**config.mk**
```make
export PLATFORM = sky130hd
export DESIGN_NAME = led_blink_code_sequencer
export DESIGN_NICKNAME = d
export VERILOG_FILES = /design/src/design/lbcs_pkg.sv /design/src/design/lbcs_cfg_regs.sv /design/src/design/lbcs_step.sv /design/src/design/led_blink_code_sequencer.sv
export SDC_FILE = /design/constraint.sdc
export NUM_CORES = 1
export LEC_CHECK = 0
export BUFFER_PORTS_ARGS = -buffer_cell sky130_fd_sc_hd__buf_2
export CAP_MARGIN = 20
export CORE_UTILIZATION = 60
export CTS_CLUSTER_DIAMETER = 120
export DETAILED_ROUTE_END_ITERATION = 10
export PLACE_DENSITY = 0.8
export SLEW_MARGIN = 20
export SYNTH_ARGS = -nofsm -noshare
export SYNTH_HDL_FRONTEND = slang
export SYNTH_HIERARCHICAL = 1
export SYNTH_SLANG_ARGS = --single-unit
```
**constraint.sdc**
```tcl
create_clock -name clk -period 4.25 [get_ports clk]
set_clock_uncertainty 0.15 [all_clocks]
set_input_delay 0.85 -clock clk [delete_from_list [all_inputs] [get_ports clk]]
set_output_delay 0.85 -clock clk [all_outputs]
set_load 0.03 [all_outputs]
```
**src/design/lbcs_pkg.sv**
```systemverilog
`timescale 1ns / 1ps
// Package for the LED blink code sequencer.
// Holds the register set struct, the phase codes and the state encoding; no dependencies.
package lbcs_pkg;

	localparam logic [1:0] REG_BLINK_COUNT  = 2'd0;
	localparam logic [1:0] REG_ON_OFF_TICKS = 2'd1;
	localparam logic [1:0] REG_PAUSE_TICKS  = 2'd2;

	localparam logic [7:0]  BLINK_COUNT_RST  = 8'd0;
	localparam logic [15:0] ON_OFF_TICKS_RST = 16'd200;
	localparam logic [15:0] PAUSE_TICKS_RST  = 16'd2000;

	localparam logic [1:0] PHASE_START    = 2'd0;
	localparam logic [1:0] PHASE_WAIT_OFF = 2'd1;
	localparam logic [1:0] PHASE_WAIT_ON  = 2'd2;
	localparam logic [1:0] PHASE_PAUSE    = 2'd3;

	typedef enum logic [3:0] {
		ST_START    = 4'b0001,
		ST_WAIT_OFF = 4'b0010,
		ST_WAIT_ON  = 4'b0100,
		ST_PAUSE    = 4'b1000
	} state_t;

	typedef struct packed {
		logic        restart;
		logic [7:0]  blink_count;
		logic [15:0] on_off_ticks;
		logic [15:0] pause_ticks;
	} cfg_t;

	function automatic logic [1:0] phase_code(input state_t st);
		logic [1:0] code;
		case (st)
			ST_START:    code = PHASE_START;
			ST_WAIT_OFF: code = PHASE_WAIT_OFF;
			ST_WAIT_ON:  code = PHASE_WAIT_ON;
			ST_PAUSE:    code = PHASE_PAUSE;
			default:     code = PHASE_START;
		endcase
		return code;
	endfunction

endpackage

```
**src/design/lbcs_cfg_regs.sv**
```systemverilog
`timescale 1ns / 1ps
// Configuration register file of the LED blink code sequencer.
// Depends on lbcs_pkg for register indexes, reset values and the cfg_t struct.
module lbcs_cfg_regs import lbcs_pkg::*; (
	input  logic        clk,
	input  logic        arst_n,
	input  logic        cfg_valid,
	input  logic [1:0]  cfg_index,
	input  logic [15:0] cfg_data,
	output logic        cfg_ready,
	output cfg_t        cfg
);

	logic [7:0]  blink_count_q;
	logic [15:0] on_off_ticks_q;
	logic [15:0] pause_ticks_q;
	logic        wr;

	assign cfg_ready = 1'b1;
	assign wr        = cfg_valid && cfg_ready;

	always_ff @(posedge clk or negedge arst_n) begin
		if (!arst_n) begin
			blink_count_q  <= BLINK_COUNT_RST;
			on_off_ticks_q <= ON_OFF_TICKS_RST;
			pause_ticks_q  <= PAUSE_TICKS_RST;
		end else if (wr) begin
			case (cfg_index)
				REG_BLINK_COUNT:  blink_count_q  <= cfg_data[7:0];
				REG_ON_OFF_TICKS: on_off_ticks_q <= cfg_data;
				REG_PAUSE_TICKS:  pause_ticks_q  <= cfg_data;
				default: ;
			endcase
		end
	end

	assign cfg.restart      = wr && (cfg_index == REG_BLINK_COUNT);
	assign cfg.blink_count  = blink_count_q;
	assign cfg.on_off_ticks = on_off_ticks_q;
	assign cfg.pause_ticks  = pause_ticks_q;

endmodule

```
**src/design/lbcs_step.sv**
```systemverilog
`timescale 1ns / 1ps
// Blink state machine with its countdown and the result register.
// Depends on lbcs_pkg for the state encoding, phase codes and cfg_t.
module lbcs_step import lbcs_pkg::*; (
	input  logic       clk,
	input  logic       arst_n,
	input  cfg_t       cfg,
	input  logic       in_valid,
	output logic       in_stall,
	input  logic       tick,
	output logic       out_valid,
	input  logic       out_stall,
	output logic       led_on,
	output logic [1:0] phase,
	output logic [7:0] blinks_left
);

	state_t      state_q, state_d;
	logic [7:0]  remaining_q, remaining_d;
	logic [15:0] countdown_q, countdown_d, cd_ticked;
	logic        led_q, led_d;
	logic        out_valid_q;
	logic        led_on_q;
	logic [1:0]  phase_q;
	logic [7:0]  blinks_left_q;
	logic        accept;

	assign in_stall = out_valid_q && out_stall;
	assign accept   = in_valid && !in_stall;

	always_comb begin
		cd_ticked   = (tick && countdown_q != 16'd0) ? countdown_q - 16'd1 : countdown_q;
		state_d     = state_q;
		remaining_d = remaining_q;
		countdown_d = cd_ticked;
		led_d       = led_q;
		case (state_q)
			ST_START: begin
				remaining_d = cfg.blink_count;
				if (cfg.blink_count != 8'd0) begin
					state_d = ST_WAIT_ON;
				end
			end
			ST_WAIT_OFF: begin
				if (cd_ticked == 16'd0) begin
					led_d       = 1'b0;
					countdown_d = cfg.on_off_ticks;
					state_d     = ST_WAIT_ON;
				end
			end
			ST_WAIT_ON: begin
				if (cd_ticked == 16'd0) begin
					if (remaining_q != 8'd0) begin
						remaining_d = remaining_q - 8'd1;
						countdown_d = cfg.on_off_ticks;
						led_d       = 1'b1;
						state_d     = ST_WAIT_OFF;
					end else begin
						countdown_d = cfg.pause_ticks;
						state_d     = ST_PAUSE;
					end
				end
			end
			ST_PAUSE: begin
				if (cd_ticked == 16'd0) begin
					state_d = ST_START;
				end
			end
			default: begin
				state_d = ST_START;
			end
		endcase
	end

	always_ff @(posedge clk or negedge arst_n) begin
		if (!arst_n) begin
			state_q     <= ST_START;
			remaining_q <= 8'd0;
			countdown_q <= 16'd0;
			led_q       <= 1'b0;
		end else if (cfg.restart) begin
			state_q <= ST_START;
			led_q   <= 1'b0;
		end else if (accept) begin
			state_q     <= state_d;
			remaining_q <= remaining_d;
			countdown_q <= countdown_d;
			led_q       <= led_d;
		end
	end

	always_ff @(posedge clk or negedge arst_n) begin
		if (!arst_n) begin
			out_valid_q <= 1'b0;
		end else if (accept) begin
			out_valid_q <= 1'b1;
		end else if (!out_stall) begin
			out_valid_q <= 1'b0;
		end
	end

	always_ff @(posedge clk) begin
		if (accept) begin
			led_on_q      <= led_d;
			phase_q       <= phase_code(state_d);
			blinks_left_q <= remaining_d;
		end
	end

	assign out_valid   = out_valid_q;
	assign led_on      = led_on_q;
	assign phase       = phase_q;
	assign blinks_left = blinks_left_q;

	// The LED is only lit while waiting to turn it off.
	assert property (@(posedge clk) disable iff (!arst_n)
		led_q |-> state_q == ST_WAIT_OFF)
		else $error("LED lit outside the wait-to-off phase");

	// Every accepted request leaves a result in the output register.
	assert property (@(posedge clk) disable iff (!arst_n)
		accept |=> out_valid_q)
		else $error("accepted request produced no result");

	// A step from start loads the blink count and leaves start when it is nonzero.
	assert property (@(posedge clk) disable iff (!arst_n)
		accept && !cfg.restart && state_q == ST_START && cfg.blink_count != 8'd0
		|=> state_q == ST_WAIT_ON && remaining_q == $past(cfg.blink_count))
		else $error("start phase did not load the blink group");

endmodule

```
**src/design/led_blink_code_sequencer.sv**
```systemverilog
`timescale 1ns / 1ps
// LED blink code sequencer top level; depends on lbcs_pkg, lbcs_cfg_regs and lbcs_step.
// An accepted request has its result in the output register in the next cycle.
// Throughput: one request per cycle while in_stall is low; the single state update per step sets that figure.
// Reset: arst_n clears the state to start with the LED dark and loads the register defaults.
// Configuration writes are always ready; a blink count write restarts the sequence.
module led_blink_code_sequencer import lbcs_pkg::*; (
	input  logic        clk,
	input  logic        arst_n,
	input  logic        cfg_valid,
	output logic        cfg_ready,
	input  logic [1:0]  cfg_index,
	input  logic [15:0] cfg_data,
	input  logic        in_valid,
	output logic        in_stall,
	input  logic        tick,
	output logic        out_valid,
	input  logic        out_stall,
	output logic        led_on,
	output logic [1:0]  phase,
	output logic [7:0]  blinks_left
);

	cfg_t cfg;

	lbcs_cfg_regs u_cfg_regs (
		.clk       (clk),
		.arst_n    (arst_n),
		.cfg_valid (cfg_valid),
		.cfg_index (cfg_index),
		.cfg_data  (cfg_data),
		.cfg_ready (cfg_ready),
		.cfg       (cfg)
	);

	lbcs_step u_step (
		.clk         (clk),
		.arst_n      (arst_n),
		.cfg         (cfg),
		.in_valid    (in_valid),
		.in_stall    (in_stall),
		.tick        (tick),
		.out_valid   (out_valid),
		.out_stall   (out_stall),
		.led_on      (led_on),
		.phase       (phase),
		.blinks_left (blinks_left)
	);

endmodule
```
After elaboration in Yosys (flattened, before gate mapping)

Cells that the tools add are included.
Widths: inputs -> output; s select.

Bits in registers: 81
Bits in latches: 0
Bits in writable memories: 0
Memory bits (read-only): 0
Input port bits: 24
Output and inout bits: 14
Logic and storage cells: 64
Memories: 0

Add/sub/neg operators: 2
$mul: 0
Divide/modulo/power cells: 0
Magnitude comparators: 0
Equality and inequality tests: 10
Shifts and indexed selects: 0
Multiplexer cells: 25
Bitwise logic cells: 1
Reduce and logical (&&, ||, !) cells: 15

Operators with widths:

| cell                  | count |
|---|---|
| $mux 16               | 4 |
| $pmux 16 s2           | 1 |
| $mux 4                | 7 |
| $logic_not 16->1      | 1 |
| $mux 8                | 2 |
| $pmux 4 s4            | 1 |
| $pmux 8 s2            | 1 |
| $reduce_bool 16->1    | 1 |
| $reduce_bool 8->1     | 2 |
| $sub 16x1->16 const B | 1 |
| $eq 4x2->1 const B    | 2 |
| $eq 4x3->1 const B    | 2 |
| $eq 4x4->1 const B    | 2 |
| $reduce_and 2->1      | 4 |
| $sub 8x1->8 const B   | 1 |
| $mux 1                | 7 |
| $pmux 2 s3            | 1 |
| $eq 4x1->1 const B    | 1 |
| $logic_and 1x1->1     | 4 |
| $eq 2x1->1 const B    | 1 |
| $eq 2x2->1 const B    | 1 |
| $logic_not 2->1       | 1 |
| $ne 2x1->1 const B    | 1 |
| $pmux 1 s2            | 1 |
| 3 further kinds       | 3 |

Logic depth before layout (Yosys ltp)

Gate-level depths: netlist of run 1.

Word-level depth: 8
Gate-level depth with buffers: 12

Modules after synthesis

Netlist of run 1, hierarchy kept.

Modules (own cells, without submodules):

| module        | times used | cells each | area each (sq um) | sequential area each (sq um) |
|---|---|---|---|---|
| lbcs_step     | 1          | 331        | 2,915.3           | 1,082.3 |
| lbcs_cfg_regs | 1          | 88         | 1,631.6           | 1,012.2 |

Least setup slack after synthesis of run 1

No wires, ideal clock.

Path type: input to register
Start: in tick
End: reg u_step.blinks_left_q[3], in the netlist u_step/blinks_left[3], data pin
Library setup time: 269 ps
Data arrival time: 2,802 ps
Required time: 3,831 ps
Slack: 1,029 ps
Stages: 10
Buffers on the path: 3
Cells stage by stage: clkbuf_1 inv_1 nor4_2 nand3_1 a221oi_4 nand3_4 buf_6 clkbuf_1 o211ai_1 o211ai_1

Cells in the longest elaborated chain, start to end: 5

Ends and longest elaborated chain:

| item                            | RTL line                       | source |
|---|---|---|
| from (decl)                     | led_blink_code_sequencer.sv:16 | `input logic tick,` |
| $logic_and 1x1->1               | lbcs_step.sv:32                | `cd_ticked = (tick && countdown_q != 16'd0) ? countdown_q - 16'd1 : countdown_q;` |
| $mux 16                         | lbcs_step.sv:32                |  |
| $logic_not 16->1                | lbcs_step.sv:52                | `if (cd_ticked == 16'd0) begin` |
| $mux 8                          | lbcs_step.sv:52                |  |
| $pmux 8 s2                      | lbcs_step.sv:37                | `case (state_q)` |
| named net u_step.remaining_d[3] | lbcs_step.sv:19                | `logic [7:0] remaining_q, remaining_d;` |
| to (signal assigned)            | lbcs_step.sv:106               | `blinks_left_q <= remaining_d;` |
| to (decl)                       | lbcs_step.sv:25                | `logic [7:0] blinks_left_q;` |

The timed path passes the listed nets, and every way through them passes these cells.
A chain may end at the register's enable or synchronous reset.

Final worst setup path of run 1

Start: reg u_step.countdown_q[0]
End: reg u_step.blinks_left_q[4], in the netlist u_step/blinks_left[4], data pin

Cells in the longest elaborated chain, start to end: 6
Elaborated cells between the ends (all ways): 7
Those cells by class: add/sub: 1; mux: 3; reduce/logical: 3

Ends and longest elaborated chain:

| item                                                  | RTL line        | source |
|---|---|---|
| from (decl)                                           | lbcs_step.sv:20 | `logic [15:0] countdown_q, countdown_d, cd_ticked;` |
| from (signal assigned)                                | lbcs_step.sv:87 | `countdown_q <= countdown_d;` |
| branches (longest 2 deep; another with $sub 16x1->16) | --              |  |
| $mux 16 (*)                                           | lbcs_step.sv:32 |  |
| $logic_not 16->1 (*)                                  | lbcs_step.sv:52 |  |
| $mux 8 (*)                                            | lbcs_step.sv:52 |  |
| $pmux 8 s2 (*)                                        | lbcs_step.sv:37 |  |
| named net u_step.remaining_d[4]                       | lbcs_step.sv:19 |  |

Mark *: on every way through the listed nets, which the timed path passes.

==> impl_metrics.ini, run 1 <==
[outcome]
outcome = finished clean

[route]
via_count = 3664
drc_errors = 0
drt-total-wl_mm = 10.8
wl_per_cell_um = 19.4
ant_nets = 0
firstDrtPassIters = 5
vias_per_cell = 6.60
drtIter0Drc = 455

[setup_path]
r2r-end = u_step/blinks_left[4]
critPathMaxStageDelay_ns = 0.49
worstSetupPathType = reg -> reg
path_delay_family = simple AND/OR/NAND/NOR gates
crit_fanout = 40
path_depth = 9
worstPathRequired_ns = 4.27
r2r_cells = 9
r2r-start = u_step/countdown_q[0]
cp.arrival_ns = 3.69
crit_path_end = u_step/blinks_left[4]
cp_slowest_cell = or2_0
crit_path_start = u_step/countdown_q[0]
worst_setup_path_start_kind = flop
cp-end-kind = flop
cp_num_buf_inv = 1
r2r_setup_slack_ns = 0.58
crit_chain = inv_1 > ha_1 > nor4b_1 > and4_1 > o21ai_0 > a221oi_4 > nand3_4 > or2_0 > o311ai_1

[clocking]
clk_pin_slew_ns = 0.08
clock_path_buffers = 2
cts_root_buffer = clkbuf_8
cts_repair_resize_count = 0
cts_made_buffers = 9
hold_buffers = 0
cts_htree_levels = 3
cts.sinks = 81
postCtsSetupBuffers = 0
insertion_delay_ns = 0.36
tritoncts = done

[logic_synthesis]
syn_inst = 419
synth-compound-area-share_pct = 18.0
synth_top_area_share_pct = 33.0
synthAdderAreaFrac_pct = 0.550
yosysMostFrequentCell = dfrtp_1
yosys.area_share.simple_pct = 19.2
synthMuxAreaShare_pct = 11.8
ys_seq_area_share_pct = 46.1
synth-seq-cells = 81
syn-num-nets = 445
synthTopCellsByArea = dfrtp_1 33%, edfxtp_1 7.3%, mux2_4 6.6%, dfstp_2 5.8%, mux2_2 5.0%
netlist_area_mm2 = 0.00455
synthTopCellsByCount = 60 x dfrtp_1, 35 x nand2_1, 23 x nor2_1, 20 x mux2_2, 20 x mux2_4
synthXorXnorAreaFrac_pct = 0
avgSynthCellArea_um2 = 10.9
synth_top_family_by_area = simple AND/OR/NAND/NOR gates
ys_warn_count = 6
synth_cell_type_count = 64
synth-edff-count = 11
async_flop_share_pct = 86.4
synth_top_area_cell = dfrtp_1
ys.flop_type = dfrtp_1

[grt]
gr-usage-all-layers_pct = 29.9
overflow = 0
grt_start_max_net_pins = 41
antenna_found_initial = 0
grt_pass1_wl_mm = 17.6
grt_pass1_vias = 3463

[finish]
syn_to_final_growth_pct = 10.0
fin_nets = 477
drive_above_1_share_pct = 29.6
n_antenna_cell = 0
fin_cells = 555

[power]
finalPower_mw = 2.48
p_leak_nw = 2.04
ir_worst_vdd_mv = 0.287
p_per_area_mw_per_mm2 = 496

[timing]
max-slew-margin-rel_pct = 32.0
slew_viol_final = 0
setup_violations = 0
finalCritPeriodShare_pct = 86.3
tns_ns = 0
tightest_slew_ns = 1.02
clock.fmax_mhz = 273
period_needed_ns = 3.67
finalHoldViolCount = 0
rsz0062_at_grt = false

[floorplan]
core_mm2 = 0.00729
dieArea_mm2 = 0.00793
die_y_um = 89.1
pin_count = 38
num_rows = 31
die_x_um = 89.1
start_util_pct = 62.4

[place]
port_buffers = 36
routabilityCongestion = 0.860
dp_hpwl_mm = 7.35
dp.cells = 539

[flow_run]
drv_cap = 0

[min_path]
hp-class = reg -> reg
report_power, final:
part           switching (mW)  internal (mW)  leakage [nW]  total (mW)
Clock                   0.279          0.304         0.101       0.583
Sequential              0.179          0.963         0.933        1.14
Combinational           0.418          0.337          1.00       0.755
cell type report:
cell class                 instances  area [µm²]
timing repair buffer              46         255
tap                               99         124
clock buffer                      12         155
clock inverter                     4        50.0
inverter                          16        60.1
sequential                        81        2090
multi-input combinational        297        2260
fill                             552        2290
cells in the final DEF, fill, tap and decap left out, types with 12 or more instances in the layout:
| cell | Yosys | final |
|---|---|---|
| dfrtp_1 | 60 | 60 |
| buf_2 | 2 | 36 |
| nand2_1 | 35 | 35 |
| nor2_1 | 23 | 23 |
| mux2_4 | 20 | 20 |
| mux2_2 | 20 | 20 |
| inv_1 | 16 | 16 |
| o21ai_0 | 16 | 16 |
| a22oi_1 | 16 | 16 |
| o211ai_1 | 13 | 13 |
| a21oi_1 | 12 | 12 |
flip-flops by register name, indices dropped and copies added, names as in the netlist:
register / flops
u_step/remaining_q: 8
u_cfg_regs/blink_count_q: 8
u_cfg_regs/on_off_ticks_q: 16
u_step/led_q: 1
u_step/out_valid: 1
u_step/led_on: 1
u_step/countdown_q: 16
u_step/phase: 2
u_step/state_q: 4
u_step/blinks_left: 8
u_cfg_regs/pause_ticks_q: 16
worst min-delay path by stage:
stage                     cells after the start                     startpoint  slack [ns]                            end
after global placement                        1   u_cfg_regs/on_off_ticks_q[4]        0.34   u_cfg_regs/on_off_ticks_q[4]
after global routing                          1  u_cfg_regs/on_off_ticks_q[15]        0.38  u_cfg_regs/on_off_ticks_q[15]
after detailed placement                      1    u_cfg_regs/pause_ticks_q[2]        0.35    u_cfg_regs/pause_ticks_q[2]
after CTS                                     1    u_cfg_regs/pause_ticks_q[2]        0.36    u_cfg_regs/pause_ticks_q[2]
after floorplan                               2                   u_step/led_q        0.33                   u_step/led_q
final                                         1   u_cfg_regs/on_off_ticks_q[9]        0.37   u_cfg_regs/on_off_ticks_q[9]
layer usage:
metal | up-vias | routed length, µm | global-route usage, %
met5 | - | 0 | 0
met4 | 0 | 237 | 12.6
met3 | 20 | 778 | 6.46
met2 | 180 | 4940 | 43.9
met1 | 1782 | 4820 | 43.2
li1 | 1682 | - | -
through the flow:
stage	hold WS [ns]	setup slack [ns]	cell area, µm²	utilization (%)
after CTS	0.363	0.631	5000	68.6
after detailed placement	0.346	0.629	4800	65.8
after global placement	0.339	0.761	4800	65.8
after global routing	0.379	0.201	5000	68.6
final	0.366	0.583	5000	68.6
after floorplan	0.328	1.03	4550	-
cells by family after synthesis:
kind of cell,count (synthesis)
adder cells (fa/ha/maj),2
buffers and inverters,41
other,1
AND/OR/NAND/NOR,147
flip-flops,81
AO/OA/AOI/OAI,106
multiplexers,41
Power figures use the tool's default switching activity.
==> inputs of run 2 (changes only) <==
- clock period: 4.25 -> 4.61 ns (I/O delays scaled with it)
==> run 2 against run 1 <==
Sequential power shrank 8%. Largest power group unchanged. Final cell count shrank 0.54%. Clock-buffer cell count is the same. Flip-flop and latch count is the same. Worst hold slack gained 0.0030 ns. Global-route usage shrank 0.20 points.
==> impl_metrics.ini, run 2 (synthesized netlist as in run 1, its figures left out) <==
[timing]
rsz0062_at_grt = false
finalHoldViolCount = 0
finalCritPeriodShare_pct = 78.6
tns_ns = 0
setup_violations = 0
tightest_slew_ns = 0.934
clock.fmax_mhz = 276
period_needed_ns = 3.62
slew_viol_final = 0
max-slew-margin-rel_pct = 37.6
hold_ws_ns = 0.370

[finish]
n_antenna_cell = 0
fin_nets = 474
drive_above_1_share_pct = 29.4
final_cell_mix = 60 x dfrtp_1, 35 x buf_2, 35 x nand2_1
seqCellArea_mm2 = 0.00209
reg_top3 = u_cfg_regs/on_off_ticks_q x16, u_cfg_regs/pause_ticks_q x16, u_step/countdown_q x16
fin_cells = 552
layout_commonest_cell = dfrtp_1
fill_cells = 574
multiInputGateArea_mm2 = 0.00226
syn_to_final_growth_pct = 9.63

[clocking]
cts_repair_resize_count = 0
postCtsSetupBuffers = 0
clk_pin_slew_ns = 0.08
cts.sinks = 81
insertion_delay_ns = 0.35
cts_root_buffer = clkbuf_8
cts_htree_levels = 3
cts_made_buffers = 9
tritoncts = done
clock_path_buffers = 2
hold_buffers = 0

[route]
drtIter0Drc = 428
wl_per_cell_um = 19.7
vias_per_cell = 6.75
via_count = 3726
ant_nets = 0
firstDrtPassIters = 5
drc_errors = 0
drt-total-wl_mm = 10.9

[setup_path]
crit_chain = inv_1 > ha_1 > nor4b_1 > and4_1 > o21ai_0 > a221oi_4 > nand3_4 > or2_0 > o311ai_1
crit_fanout = 40
r2r_setup_slack_ns = 0.99
worstSetupPathType = reg -> reg
worst_setup_path_start_kind = flop
worstPathRequired_ns = 4.62
cp.arrival_ns = 3.63
r2r_cells = 9
cp_slowest_cell = or2_0
r2r-end = u_step/blinks_left[4]
critPathMaxStageDelay_ns = 0.48
r2r-start = u_step/countdown_q[0]
crit_path_start = u_step/countdown_q[0]
cp-end-kind = flop

[floorplan]
start_util_pct = 62.4
num_rows = 31
dieArea_mm2 = 0.00793
die_y_um = 89.1
pin_count = 38
core_mm2 = 0.00729
die_x_um = 89.1

[power]
p_per_area_mw_per_mm2 = 458
ir_worst_vdd_mv = 0.245
p_leak_nw = 2.02

[min_path]
min_from = u_cfg_regs/pause_ticks_q[1]
min_path_cells = 1
hp-class = reg -> reg
hold_path_end = u_cfg_regs/pause_ticks_q[1]

[grt]
grt_start_max_net_pins = 47
gr-usage-all-layers_pct = 29.7
antenna_found_initial = 0
grt_pass1_wl_mm = 17.6
overflow = 0
grt_pass1_vias = 3358

[place]
dp.cells = 536
routabilityCongestion = 0.894
port_buffers = 36
dp_hpwl_mm = 7.51

[flow_run]
drv_cap = 0

[outcome]
outcome = finished clean
## run 2: cell types whose count changed in the layout (fill, tap and decap cells not counted)
| cell | previous run | this run |
|---|---|---|
| buf_4 | 10 | 8 |
| clkinv_2 | 0 | 1 |
| clkinv_1 | 1 | 0 |
| buf_2 | 36 | 35 |
| clkinv_4 | 0 | 1 |
| inv_6 | 1 | 0 |
## run 2: area by class of cell
| cell class | instances | area share [%] |
|---|---|---|
| well taps | 99 | 2.48 |
| repair buffers | 43 | 4.72 |
| inverters | 16 | 1.20 |
| clock inverters | 4 | 1.03 |
| flip-flops and latches | 81 | 42.0 |
| clock buffers | 12 | 3.11 |
| multi-input cells | 297 | 45.4 |
## run 2: routing by layer
metal	global-route usage, %	share of wire [%]
met1	45.0	46
met3	5.54	6.4
met2	43.7	46
met5	0	0
met4	8.66	1.1
## run 2: power by group
part | leakage [nW] | internal, mW | switching, mW
sequential | 0.933 | 0.888 | 0.167
clock | 0.103 | 0.280 | 0.255
combinational | 0.988 | 0.304 | 0.390
## run 2: worst max path at each step
stage	endpoint	slack, ns	cells after the start
after floorplan	u_step/blinks_left[3]	1.32	10
after global placement	u_step/blinks_left[4]	1.08	8
after detailed placement	u_step/blinks_left[4]	0.98	8
after CTS	u_step/blinks_left[4]	1.04	9
after global routing	u_step/blinks_left[4]	0.74	9
final	u_step/blinks_left[4]	0.99	9
## run 2: per-stage QoR
step	power [mW]	setup slack, ns	area [µm²]	util (%)
finish	2.28	0.986	4980	68.4
global placement	1.71	1.08	4780	65.5
global route	2.41	0.735	4980	68.4
floorplan	1.56	1.32	4550	-
CTS	2.27	1.04	4980	68.3
detailed placement	1.74	0.976	4780	65.5
## run 2: critical path, delay by kind of cell (launching register included)
family                     cells  cell delay, ns
buffers and inverters          1            0.11
and+or+nand+nor                4            1.54
DFF                            1            0.43
adders and majority gates      1            0.32
AOI/OAI and AO/OA              3            0.88
==> inputs of run 3 (changes only) <==
- clock period: 4.61 -> 3.75 ns (I/O delays scaled with it)
==> run 3 against run 2 <==
Clock-buffer cell count decreased by 3. Worst setup slack lost 0.66 ns. Sequential power increased by 23%. Critical path depth did not move. Core utilization increased by 0.39 points. Cell area increased by 0.58%. Sequential share of layout area down 0.24 points.
==> impl_metrics.ini, run 3 (synthesized netlist as in run 1, its figures left out) <==
[outcome]
outcome = finished clean

[flow_run]
drv_cap = 0

[finish]
layout_commonest_cell = dfrtp_1
syn_to_final_growth_pct = 10.3
final_cell_mix = 60 x dfrtp_1, 36 x buf_2, 35 x nand2_1
final_area_mm2 = 0.00501
n_antenna_cell = 0
fin_nets = 481
drive_above_1_share_pct = 30.7
reg_top3 = u_cfg_regs/on_off_ticks_q x16, u_cfg_regs/pause_ticks_q x16, u_step/countdown_q x16

[timing]
max-slew-margin-rel_pct = 53.7
tns_ns = 0
period_needed_ns = 3.42
clock.fmax_mhz = 292
rsz0062_at_grt = false
setup_violations = 0
tightest_slew_ns = 0.685
finalCritPeriodShare_pct = 91.2
slew_viol_final = 0
finalHoldViolCount = 0

[grt]
grt_start_max_net_pins = 29
grt_pass1_wl_mm = 17.4
grt_pass1_vias = 3371
overflow = 0
gr-usage-all-layers_pct = 29.1
antenna_found_initial = 0

[route]
firstDrtPassIters = 5
drt-total-wl_mm = 10.6
wl_per_cell_um = 19.0
vias_per_cell = 6.56
drtIter0Drc = 366
via_count = 3668
drc_errors = 0
ant_nets = 0

[clocking]
clock_path_buffers = 2
cts.sinks = 81
cts_made_buffers = 9
insertion_delay_ns = 0.34
cts_htree_levels = 3
clk_pin_slew_ns = 0.09
tritoncts = done
cts_root_buffer = clkbuf_8

[setup_path]
r2r-end = u_step/blinks_left[4]
r2r_setup_slack_ns = 0.33
cp-end-kind = flop
r2r-start = u_step/countdown_q[0]
crit_fanout = 28
worst_setup_path_start_kind = flop
r2r_cells = 9
worstSetupPathType = reg -> reg
worstPathRequired_ns = 3.76
cp.arrival_ns = 3.43

[place]
dp_hpwl_mm = 7.33
port_buffers = 36
placed_cell_area_mm2 = 0.00482
routabilityCongestion = 0.913

[floorplan]
die_y_um = 89.1
core_mm2 = 0.00729
pin_count = 38
dieArea_mm2 = 0.00793
num_rows = 31
die_x_um = 89.1
start_util_pct = 62.4

[power]
p_per_area_mw_per_mm2 = 550
p_leak_nw = 2.05
ir_worst_vdd_mv = 0.341

[min_path]
hp-class = in -> async
## run 3: how the worst max path moves through the flow
stage / start / end / slack, ns
floorplan: tick / u_step/blinks_left[3] / 0.63
global placement: u_step/countdown_q[0] / u_step/blinks_left[4] / 0.47
detailed placement: u_step/countdown_q[0] / u_step/remaining_q[0] / 0.31
CTS: u_step/countdown_q[0] / u_step/blinks_left[4] / 0.28
global route: u_step/countdown_q[0] / u_step/blinks_left[4] / 0.07
finish: u_step/countdown_q[0] / u_step/blinks_left[4] / 0.33
## run 3: metrics by stage
step | total power, mW | hold slack (ns) | utilization (%) | cells | worst slack, ns
3_5_place_dp | 2.15 | 0.343 | 66.1 | 543 | 0.310
2_1_floorplan | 1.92 | 0.304 | - | 419 | 0.629
5_1_grt | 2.92 | 0.233 | 68.8 | 559 | 0.0728
6_report | 2.76 | 0.207 | 68.8 | 559 | 0.330
4_1_cts | 2.76 | 0.208 | 68.7 | 559 | 0.282
3_3_place_gp | 2.11 | 0.339 | 66.1 | 543 | 0.473
## run 3: critical path, stage by stage, from the launching register on
cell and delay, ns:
dfrtp_1 0.43, inv_1 0.11, ha_1 0.33, nor4b_2 0.31, and4_1 0.30, o21ai_0 0.15
a221oi_4 0.44, nand3_4 0.31, or2_0 0.44, o311ai_1 0.28
## run 3: report_power, final
group | switching, mW | internal [mW] | total [mW] | leakage [nW]
Sequential | 0.197 | 1.09 | 1.29 | 0.933
Combinational | 0.482 | 0.389 | 0.872 | 1.02
Clock | 0.345 | 0.252 | 0.598 | 0.0937
## run 3: area by class of cell
type,instances,area [µm²]
Sequential cell,81,2090
Inverter,16,60.1
Clock buffer,9,124
Fill cell,564,2280
Multi-Input combinational cell,297,2260
Clock inverter,7,61.3
Timing Repair Buffer,50,285
Tap cell,99,124
## run 3: what timing repair did
item	4_1_cts	5_1_grt
setup buffers	0	0
resized for setup	0	1
hold buffers	0	0
hold endpoints to repair	0	0
endpoints found under the setup margin	0	3
## run 3: per-layer routing
layer / wire length, µm / track usage (%) / vias up
met5: 0 / 0 / -
met4: 177 / 8.37 / 0
met3: 844 / 4.99 / 18
met2: 4920 / 43.4 / 192
met1: 4690 / 43.9 / 1772
li1: - / - / 1686
